--- config.mk ---
export PLATFORM = sky130hd
export DESIGN_NAME = eac_ctrl
export DESIGN_NICKNAME = d
export VERILOG_FILES = /design/src/rtl/core/eac_pkg.sv /design/src/rtl/core/eac_ctrl.sv
export SDC_FILE = /design/constraint.sdc
export NUM_CORES = 1
export LEC_CHECK = 0
export ABC_AREA = 1
export BUFFER_PORTS_ARGS = -buffer_cell sky130_fd_sc_hd__buf_2
export CORE_UTILIZATION = 54
export CTS_CLUSTER_SIZE = 28
export DETAILED_ROUTE_END_ITERATION = 8
export GPL_TIMING_DRIVEN = 1
export PLACE_DENSITY = 0.82
export RECOVER_POWER = 100
export SYNTH_ARGS = -nofsm -noshare
export SYNTH_HDL_FRONTEND = slang
export SYNTH_SLANG_ARGS = --single-unit
--- constraint.sdc ---
create_clock -name clock -period 3.79 [get_ports clock]
set_clock_uncertainty 0.05 [all_clocks]
set_input_delay 0.758 -clock clock [delete_from_list [all_inputs] [get_ports clock]]
set_output_delay 0.758 -clock clock [all_outputs]
set_load 0.02 [all_outputs]
--- src/rtl/core/eac_pkg.sv ---
// Package for the encoder angle conversion block: widths, constants, codes,
// the controller/datapath command and status structs and the angle clamp.
// No dependencies.
`timescale 1ns / 1ps
`default_nettype none
package eac_pkg;

   localparam int SAMPLE_W    = 16;
   localparam int COUNT_W     = 13;
   localparam int ANGLE_W     = 19;
   localparam int MAP_IDX_W   = 7;
   localparam int NUM_SAMPLES = 5;

   localparam int DEF_LEFT_MAP_DEPTH  = 64;
   localparam int DEF_RIGHT_MAP_DEPTH = 61;
   localparam int DEF_BASE_MAP_DEPTH  = 101;

   localparam logic [1:0] CH_LEFT  = 2'd0;
   localparam logic [1:0] CH_RIGHT = 2'd1;
   localparam logic [1:0] CH_BASE  = 2'd2;
   localparam logic [1:0] CH_NONE  = 2'd3;

   localparam logic OP_CONVERT   = 1'b0;
   localparam logic OP_MAP_WRITE = 1'b1;

   localparam logic MODE_REF   = 1'b0;
   localparam logic MODE_TABLE = 1'b1;

   localparam logic [1:0] CSR_MODE      = 2'd0;
   localparam logic [1:0] CSR_REF_LEFT  = 2'd1;
   localparam logic [1:0] CSR_REF_RIGHT = 2'd2;
   localparam logic [1:0] CSR_REF_BASE  = 2'd3;

   // point-B angles, Q16 degrees
   localparam logic [23:0] PB_LEFT_Q16  = 24'd2146889;
   localparam logic [23:0] PB_RIGHT_Q16 = 24'd5831428;
   localparam logic [23:0] PB_BASE_Q16  = 24'd5898240;

   localparam logic [12:0] MEAN_LIMIT   = 13'd4096;
   localparam logic [12:0] DEG_PER_CNT  = 13'd5760;   // 360/4096 in Q16
   localparam logic [12:0] SEG_WRAP     = 13'd4095;
   localparam logic [16:0] RECIP3       = 17'd43691;  // ceil(2^17/3)
   localparam logic [26:0] RECIP5       = 27'd107374183; // ceil(2^29/5)
   localparam logic [7:0]  INTERP_GAIN  = 8'd225;
   localparam logic [13:0] SEG_STEP2    = 14'd9216;
   localparam logic [12:0] SEG_STEP     = 13'd4608;
   localparam logic [19:0] LEFT_TOP     = 20'd589824;
   localparam logic [3:0]  ROUND_BIAS   = 4'd10;

   typedef struct packed {
      logic accept;
      logic mean_a;
      logic mean_b;
      logic ref_a;
      logic ref_b;
      logic tbl_rd0;
      logic tbl_rd1;
      logic tbl_walk;
      logic tbl_x;
      logic tbl_y;
      logic tbl_div;
      logic finish;
   } cmd_type;

   typedef struct packed {
      logic mode_table;
      logic walk_done;
   } status_type;

   function automatic logic signed [ANGLE_W-1:0] sat_angle(input logic signed [29:0] v);
      logic signed [ANGLE_W-1:0] r;
      if (v > 30'sd262143) begin
         r = 19'sh3FFFF;
      end else if (v < -30'sd262144) begin
         r = 19'sh40000;
      end else begin
         r = v[ANGLE_W-1:0];
      end
      return r;
   endfunction

endpackage
`default_nettype wire

--- src/rtl/core/eac_ctrl.sv ---
// Sequencer for the conversion: mean, reference or table path, result hand-off.
// Depends on eac_pkg.
`timescale 1ns / 1ps
`default_nettype none
module eac_ctrl
   import eac_pkg::*;
(
   input  wire logic       clock,
   input  wire logic       reset,
   input  wire logic       req_valid,
   input  wire logic       req_operation,
   input  wire logic [1:0] req_channel,
   output logic            req_ready,
   output logic            rsp_valid,
   input  wire logic       rsp_ready,
   input  wire status_type status,
   output cmd_type         cmd
);
   typedef enum logic [11:0] {
      ST_IDLE     = 12'b000000000001,
      ST_MEAN_A   = 12'b000000000010,
      ST_MEAN_B   = 12'b000000000100,
      ST_REF_A    = 12'b000000001000,
      ST_REF_B    = 12'b000000010000,
      ST_TBL_RD0  = 12'b000000100000,
      ST_TBL_RD1  = 12'b000001000000,
      ST_TBL_WALK = 12'b000010000000,
      ST_TBL_X    = 12'b000100000000,
      ST_TBL_Y    = 12'b001000000000,
      ST_TBL_DIV  = 12'b010000000000,
      ST_FIN      = 12'b100000000000
   } state_type;

   state_type state_ff, state_in;
   logic      rsp_valid_ff, rsp_valid_in;
   logic      out_free, accept;

   assign out_free  = !rsp_valid_ff || rsp_ready;
   assign req_ready = (state_ff == ST_IDLE);
   assign accept    = req_valid && req_ready;
   assign rsp_valid = rsp_valid_ff;

   always_comb begin
      state_in = state_ff;
      cmd      = '0;
      cmd.accept = accept;
      case (state_ff)
         ST_IDLE: begin
            if (accept && req_operation == OP_CONVERT && req_channel != CH_NONE) begin
               state_in = ST_MEAN_A;
            end
         end
         ST_MEAN_A: begin
            cmd.mean_a = 1'b1;
            state_in   = ST_MEAN_B;
         end
         ST_MEAN_B: begin
            cmd.mean_b = 1'b1;
            state_in   = status.mode_table ? ST_TBL_RD0 : ST_REF_A;
         end
         ST_REF_A: begin
            cmd.ref_a = 1'b1;
            state_in  = ST_REF_B;
         end
         ST_REF_B: begin
            cmd.ref_b = 1'b1;
            state_in  = ST_FIN;
         end
         ST_TBL_RD0: begin
            cmd.tbl_rd0 = 1'b1;
            state_in    = ST_TBL_RD1;
         end
         ST_TBL_RD1: begin
            cmd.tbl_rd1 = 1'b1;
            state_in    = ST_TBL_WALK;
         end
         ST_TBL_WALK: begin
            cmd.tbl_walk = 1'b1;
            if (status.walk_done) begin
               state_in = ST_TBL_X;
            end
         end
         ST_TBL_X: begin
            cmd.tbl_x = 1'b1;
            state_in  = ST_TBL_Y;
         end
         ST_TBL_Y: begin
            cmd.tbl_y = 1'b1;
            state_in  = ST_TBL_DIV;
         end
         ST_TBL_DIV: begin
            cmd.tbl_div = 1'b1;
            state_in    = ST_FIN;
         end
         ST_FIN: begin
            if (out_free) begin
               cmd.finish = 1'b1;
               state_in   = ST_IDLE;
            end
         end
         default: begin
            state_in = ST_IDLE;
         end
      endcase
   end

   always_comb begin
      rsp_valid_in = rsp_valid_ff;
      if (rsp_valid_ff && rsp_ready) begin
         rsp_valid_in = 1'b0;
      end
      if (cmd.finish) begin
         rsp_valid_in = 1'b1;
      end
   end

   always_ff @(posedge clock) begin
      if (reset) begin
         state_ff     <= ST_IDLE;
         rsp_valid_ff <= 1'b0;
      end else begin
         state_ff     <= state_in;
         rsp_valid_ff <= rsp_valid_in;
      end
   end

`ifndef SYNTHESIS
   a_fin_needs_room: assert property (@(posedge clock) disable iff (reset)
      cmd.finish |-> (!rsp_valid_ff || rsp_ready))
      else $error("result loaded over an untaken result");

   a_convert_starts: assert property (@(posedge clock) disable iff (reset)
      (accept && req_operation == OP_CONVERT && req_channel != CH_NONE)
      |=> state_ff == ST_MEAN_A)
      else $error("convert transaction did not start the mean");

   a_rsp_from_fin: assert property (@(posedge clock) disable iff (reset)
      $rose(rsp_valid_ff) |-> $past(state_ff == ST_FIN))
      else $error("result raised outside finish");

   a_busy_not_ready: assert property (@(posedge clock) disable iff (reset)
      (state_ff != ST_IDLE) |-> !req_ready)
      else $error("ready while busy");
`endif

endmodule
`default_nettype wire

==> results of run 1 <==
## cell type report
type,count,area [um^2]
fill,155,458
timing repair buffer,22,95.1
inverter,29,109
tap,15,18.8
sequential,13,260
clock buffer,4,26.3
multi-input combinational,83,415
## metal layers
metal / track usage [%] / share of wire [%] / vias to the layer above
met5: 0 / 0 / -
met4: 11.0 / 1.6 / 0
met3: 3.48 / 4.1 / 4
met2: 36.9 / 49 / 24
met1: 21.6 / 45 / 339
li1: - / - / 420
## critical path, delay by kind of cell, from the launching register on
kind	cells	cell delay [ns]
buffers and inverters	2	0.33
DFF	1	0.35
and+or+nand+nor	4	0.78
## worst paths after layout
path | from | slack (ns) | endpoint | cells after the start
setup / recovery | state_ff[7]$_SDFFE_PP0P_ | 1.26 | cmd[9] | 6
hold reg to reg | state_ff[3]$_SDFFE_PP0P_ | 0.55 | state_ff[3]$_SDFFE_PP0P_ | 3
hold / removal | state_ff[3]$_SDFFE_PP0P_ | 0.55 | state_ff[3]$_SDFFE_PP0P_ | 3
setup reg to reg | state_ff[7]$_SDFFE_PP0P_ | 2.03 | state_ff[8]$_SDFFE_PP0P_ | 8
## flip-flops by register name, indices dropped and copies added, names as in the netlist
register / flops
rsp_valid: 1
state_ff: 12
## layout by cell type (no fill, tap or decap), drive strengths merged
master and instances:
inv 29, nor2 27, a21oi 4, clkbuf 16, nor3 10, nand2 36
nand3 3, nand4 1, dfxtp 13, buf 10, o21ai 2
## through the flow
step / setup slack, ns / utilization (%) / cells / cell area [um^2]
floorplan: 1.93 / - / 128 / 852
global placement: 1.83 / 69.6 / 162 / 962
detailed placement: 1.79 / 69.6 / 162 / 962
CTS: 1.53 / 71.5 / 166 / 988
global route: 1.11 / 66.9 / 166 / 925
finish: 1.26 / 66.9 / 166 / 925
## report_power, final
part	switching (mW)	internal (mW)
Sequential	0.0141	0.153
Combinational	0.176	0.0697
Clock	0.0458	0.0408
## kinds of logic after synthesis
logic type | count (synthesis)
buffers and inverters | 32
and+or+nand+nor | 77
DFF | 13
AOI/OAI and AO/OA | 6
==> parameters.txt, run 1 <==
Parameter                              Value

Clocking
  Clock Tree Buf Depth ... 2
  Clock Tree Root ... clkbuf_4
  Post-CTS repair timing setup buffer count ... 0
  Clock tree from TritonCTS ... built
  TritonCTS sink count ... 13
  Total of cells resized after clock tree synthesis ... 0
  Insertion delay to the later sink of the worst-skew pair ... 0.28 ns
  Number of CTS-inserted buffers ... 3
  Hold_buf cts ... 0
  Clock H-tree levels ... 1
  Clock input transition at the sequential cells of the worst setup and hold paths ... 0.08 ns

Global route
  Overall overflow remaining after global route ... 0
  Initial antenna violation count ... 0
  Pin count of the biggest net entering global routing ... 11
  Via count of the first global-routing pass ... 713
  Global-route usage over all layers ... 20.2%
  Global-route wire length before repair ... 2680 um

Worst setup path
  Cell with the most instances on the worst path ... nor2_1
  Cell-by-cell listing of the critical path ... nor2_1, nand2_4, nor2_1, nand2_1, inv_1, clkbuf_1
  Arrival time at the worst endpoint ... 1.72 ns
  CP Capture Type ... output pin
  Category of the critical setup timing path ... register to output pin
  Startpoint types ... register
  Max stage delay on crit path ... 0.35 ns
  Worst path slowest cell ... dfxtp_1
  Maximum net fanout on the critical path ... 6
  Worst Path Required ... 2.98 ns

Detailed routing
  Vias per Instance ... 4.74
  Total DRC errors in the routed layout ... 0
  DRT Pass-1 Iters ... 4
  Remaining number of nets flagged by the antenna check after routing ... 0
  Total number of vias ... 787
  First-iteration detailed-routing DRC count ... 11
  Total wirelength of the detailed-routed design ... 1700 um
  Routed wirelength normalized by instance count ... 10.3 um

Yosys
  Top area cells in the synthesized netlist ... dfxtp_1 (31%), nand2_1 (13%), inv_1 (12%), nor2_1 (7.5%), nor2_4 (6.6%)
  Async set-reset flop share out of synthesis ... 0%
  Synth cell count leaders ... nand2_1 (29), inv_1 (28), nor2_1 (17)
  Largest family of logic cells by synthesized area ... simple AND/OR/NAND/NOR gates
  Post-Syn Nets ... 137
  Cell taking the most area after synthesis ... dfxtp_1
  Post-synth EDFFs ... 0
  Instance count of the mapped netlist ... 128
  Most common flop cell mapped by yosys ... dfxtp_1
  Portion of the post-synthesis area used by sequential elements ... 30.5%
  Xor and xnor area share after synthesis ... 0%
  Share of cell area taken by muxes after synthesis ... 0%
  Fraction of the mapped netlist area in adder cells ... 0%
  Synth unique cells ... 18
  Simple-gate share of the synthesized area ... 51.0%
  Post-synthesis average cell area ... 6.66 um^2
  Number of synthesis warnings ... 0
  Most frequent cell after synthesis ... nand2_1
  Synthesized area ... 852 um^2
  Synth top area share ... 30.5%
  Yosys reg bits ... 13
  Compound-gate portion of the synthesized area ... 3.52%

Timing
  FMAX ... 395 MHz
  Count of endpoints failing hold in the final timing report ... 0
  Final clock period utilization by the worst path ... 66.8%
  Worst-margin pin slew ... 0.402 ns
  Hold Slack ... 0.554 ns
  Number of failing setup endpoints in the final timing report ... 0
  Slew headroom ... 73.1%
  Count of pins over their slew limit ... 0
  Final setup TNS ... 0 ns
  Post-layout minimum cycle time ... 2.53 ns
  Unrepaired setup endpoints after global routing ... false

Layout
  Number of diodes added for antenna fixing ... 0
  Net total in the final layout ... 161
  Share of final-layout standard cells stronger than drive strength 1 ... 16.6%
  Growth of design area from synthesis to finish ... 8.52%

Floorplan
  Num rows ... 13
  Y dimension of the die ... 41.7 um
  Die area ... 0.00174 mm^2
  Starting density of the core ... 61.6%
  Floorplan Core Area ... 0.00138 mm^2
  Boundary Pins ... 23
  Die boundary width ... 41.7 um

Outcome
  Run status ... complete, no violations

Power and ir drop
  Total power density per cell area ... 540 mW/mm^2
  Design Power ... 0.499 mW
  Static leakage power ... 0.578 nW
  Max rail drop VDD ... 0.480 mV

Place
  Detailed placer's ending HPWL ... 1400 um
  Number of I/O port buffers ... 22
  GPL Wtd Cong ... 0.791

Worst hold path
  Worst hold-check path type ... register to register

Flow run
  Max_cap viols ... 0
Power figures use the tool's default switching activity.
==> inputs of run 2 (changes only) <==
CORE_UTILIZATION = 45   (was 54)
PLACE_DENSITY = 0.73   (was 0.82)
clock period = 2.31 ns   (was 3.79 ns; I/O delays follow)
==> parameters.txt, run 2 (synthesis results as in run 1) <==
Parameter                              Value

Power and ir drop
  Reg power frac ... 32.6% (was 33.5%)
  Part of the power in combinational logic ... 50.3% (was 49.1%)
  Total power density per cell area ... 895 mW/mm^2 (was 540 mW/mm^2)
  Static leakage power ... 0.567 nW (was 0.578 nW)
  Design Power ... 0.840 mW (was 0.499 mW)
  Max rail drop VDD ... 0.577 mV (was 0.480 mV)
  Switching pwr ... 0.389 mW (was 0.236 mW)
  Part of the total power dissipated in the clock network ... 17.1% (was 17.4%)
  Sw Share ... 46.3% (was 47.2%)
  Internal cell power ... 0.451 mW (was 0.264 mW)

Worst setup path
  Worst Path Required ... 1.80 ns (was 2.98 ns)
  Max stage delay on crit path ... 0.34 ns (was 0.35 ns)
  Maximum net fanout on the critical path ... 5 (was 6)
  Cell with the most instances on the worst path ... nor2_1 (unchanged)
  Arrival time at the worst endpoint ... 1.54 ns (was 1.72 ns)
  Cell-by-cell listing of the critical path ... nor2_1, nand2_4, nor2_1, nand2_1, inv_1, buf_2 (was nor2_1, nand2_4, nor2_1, nand2_1, inv_1, clkbuf_1)
  Worst path slowest cell ... dfxtp_1 (unchanged)
  Startpoint types ... register (unchanged)
  Buf+Inv Stages, Crit Path ... 2 (unchanged)
  Crit path max-delay family ... simple AND/OR/NAND/NOR gates (unchanged)
  Category of the critical setup timing path ... register to output pin (unchanged)
  CP Capture Type ... output pin (unchanged)

Timing
  Final setup TNS ... 0 ns (unchanged)
  Post-layout minimum cycle time ... 2.05 ns
  Count of pins over their slew limit ... 0 (unchanged)
  FMAX ... 488 MHz
  Count of endpoints failing hold in the final timing report ... 0 (unchanged)
  Number of failing setup endpoints in the final timing report ... 0 (unchanged)
  Slew headroom ... 76.9% (was 73.1%)
  Final clock period utilization by the worst path ... 88.7%
  Hold Slack ... 0.304 ns (was 0.554 ns)
  Worst-margin pin slew ... 0.345 ns (was 0.402 ns)
  Unrepaired setup endpoints after global routing ... false (unchanged)

Detailed routing
  Met3 wire len ... 57 um (was 70 um)
  Met1 WL ... 731 um (was 768 um)
  First-iteration detailed-routing DRC count ... 9 (was 11)
  Total DRC errors in the routed layout ... 0 (unchanged)
  Routed wirelength normalized by instance count ... 9.09 um (was 10.3 um)
  Top routing layer in use ... met4 (unchanged)
  Vias per Instance ... 4.36 (was 4.74)
  Total wirelength of the detailed-routed design ... 1600 um (was 1700 um)
  Remaining number of nets flagged by the antenna check after routing ... 0 (unchanged)
  DRT Pass-1 Iters ... 3 (was 4)
  Total number of vias ... 768 (was 787)
  Met2 wire length ... 783 um (was 836 um)

Global route
  Via count of the first global-routing pass ... 681 (was 713)
  Pin count of the biggest net entering global routing ... 11 (unchanged)
  Overall overflow remaining after global route ... 0 (unchanged)
  Global-route usage over all layers ... 17.8% (was 20.2%)
  Global-route wire length before repair ... 2620 um (was 2680 um)
  Initial antenna violation count ... 0 (unchanged)

Layout
  Fill cell total of the finished layout ... 193 (was 155)
  Growth of design area from synthesis to finish ... 10.1% (was 8.52%)
  Number of diodes added for antenna fixing ... 0 (unchanged)
  Share of final-layout standard cells stronger than drive strength 1 ... 18.5% (was 16.6%)
  Register with the most flip-flops ... state_ff (unchanged)
  Flip-flop count of the largest register after layout ... 12 (unchanged)
  Net total in the final layout ... 161 (unchanged)
  Final Util ... 53.8% (was 66.9%)
  Commonest cells after routing, fill and taps aside ... nand2_1 (31), inv_1 (29), nor2_1 (22), buf_2 (13), dfxtp_1 (13) (was nand2_1 (31), inv_1 (29), nor2_1 (23), clkbuf_1 (13), dfxtp_1 (13))
  Leading cell type in the layout, fill and taps excluded ... nand2_1 (unchanged)

Clocking
  Total of cells resized after clock tree synthesis ... 0 (unchanged)
  TritonCTS sink count ... 13 (unchanged)
  Insertion delay to the later sink of the worst-skew pair ... 0.28 ns (about the same)
  Clock Tree Buf Depth ... 2 (unchanged)
  Clock Tree Root ... clkbuf_4 (unchanged)
  Clock H-tree levels ... 1 (unchanged)
  Clock tree from TritonCTS ... built (unchanged)
  Hold_buf cts ... 0 (unchanged)
  Number of CTS-inserted buffers ... 3 (unchanged)
  Post-CTS repair timing setup buffer count ... 0 (unchanged)
  Clock input transition at the sequential cells of the worst setup and hold paths ... 0.08 ns (about the same)

Floorplan
  Floorplan Core Area ... 0.00175 mm^2 (was 0.00138 mm^2)
  Boundary Pins ... 23 (unchanged)
  Num rows ... 15 (was 13)
  Y dimension of the die ... 45.5 um (was 41.7 um)
  Die area ... 0.00207 mm^2 (was 0.00174 mm^2)
  Die boundary width ... 45.5 um (was 41.7 um)
  Starting density of the core ... 48.8% (was 61.6%)

Place
  GPL Wtd Cong ... 0.779 (was 0.791)
  Number of I/O port buffers ... 22 (unchanged)
  Detailed placer's ending HPWL ... 1350 um (was 1400 um)

Outcome
  Run status ... complete, no violations (unchanged)

Flow run
  Max_cap viols ... 0 (unchanged)

Worst hold path
  Worst hold-check path type ... input port to register (was register to register)
run 2: final cells by class:
type	instances	area (um^2)	area share, %
inverters	29	109	11.6
well taps	25	31.3	3.33
repair buffers	22	98.8	10.5
multi-input cells	83	413	44.0
clock buffers	4	26.3	2.80
flip-flops and latches	13	260	27.7
run 2: metal layers:
metal / track usage, % / vias up
met5: 0 / -
met3: 2.38 / 5
li1: - / 425
met4: 7.27 / 0
met2: 32.0 / 15
met1: 21.0 / 323
run 2: through the flow:
stage,worst slack [ns],std cells,area [um^2]
after CTS,0.362,176,1000
after detailed placement,0.675,172,975
after floorplan,0.770,128,852
after global routing,0.136,176,938
final,0.261,176,938
after global placement,0.704,172,975
run 2: power groups by stage:
stage	registers, mW	logic [mW]	clock network, mW
after global routing	0.278	0.473	0.155
after floorplan	0.276	0.396	0
after global placement	0.279	0.474	0
after detailed placement	0.282	0.477	0
after CTS	0.276	0.480	0.147
final	0.274	0.422	0.144
run 2: worst paths after layout:
path,startpoint,endpoint,slack (ns),cells past startpoint
min,status[1],state_ff[3]$_SDFFE_PP0P_,0.30,2
max,state_ff[10]$_SDFFE_PP0P_,cmd[6],0.26,6
min reg2reg,rsp_valid$_SDFFE_PP0P_,rsp_valid$_SDFFE_PP0P_,0.46,2
max reg2reg,state_ff[4]$_SDFFE_PP0P_,state_ff[10]$_SDFFE_PP0P_,0.66,9
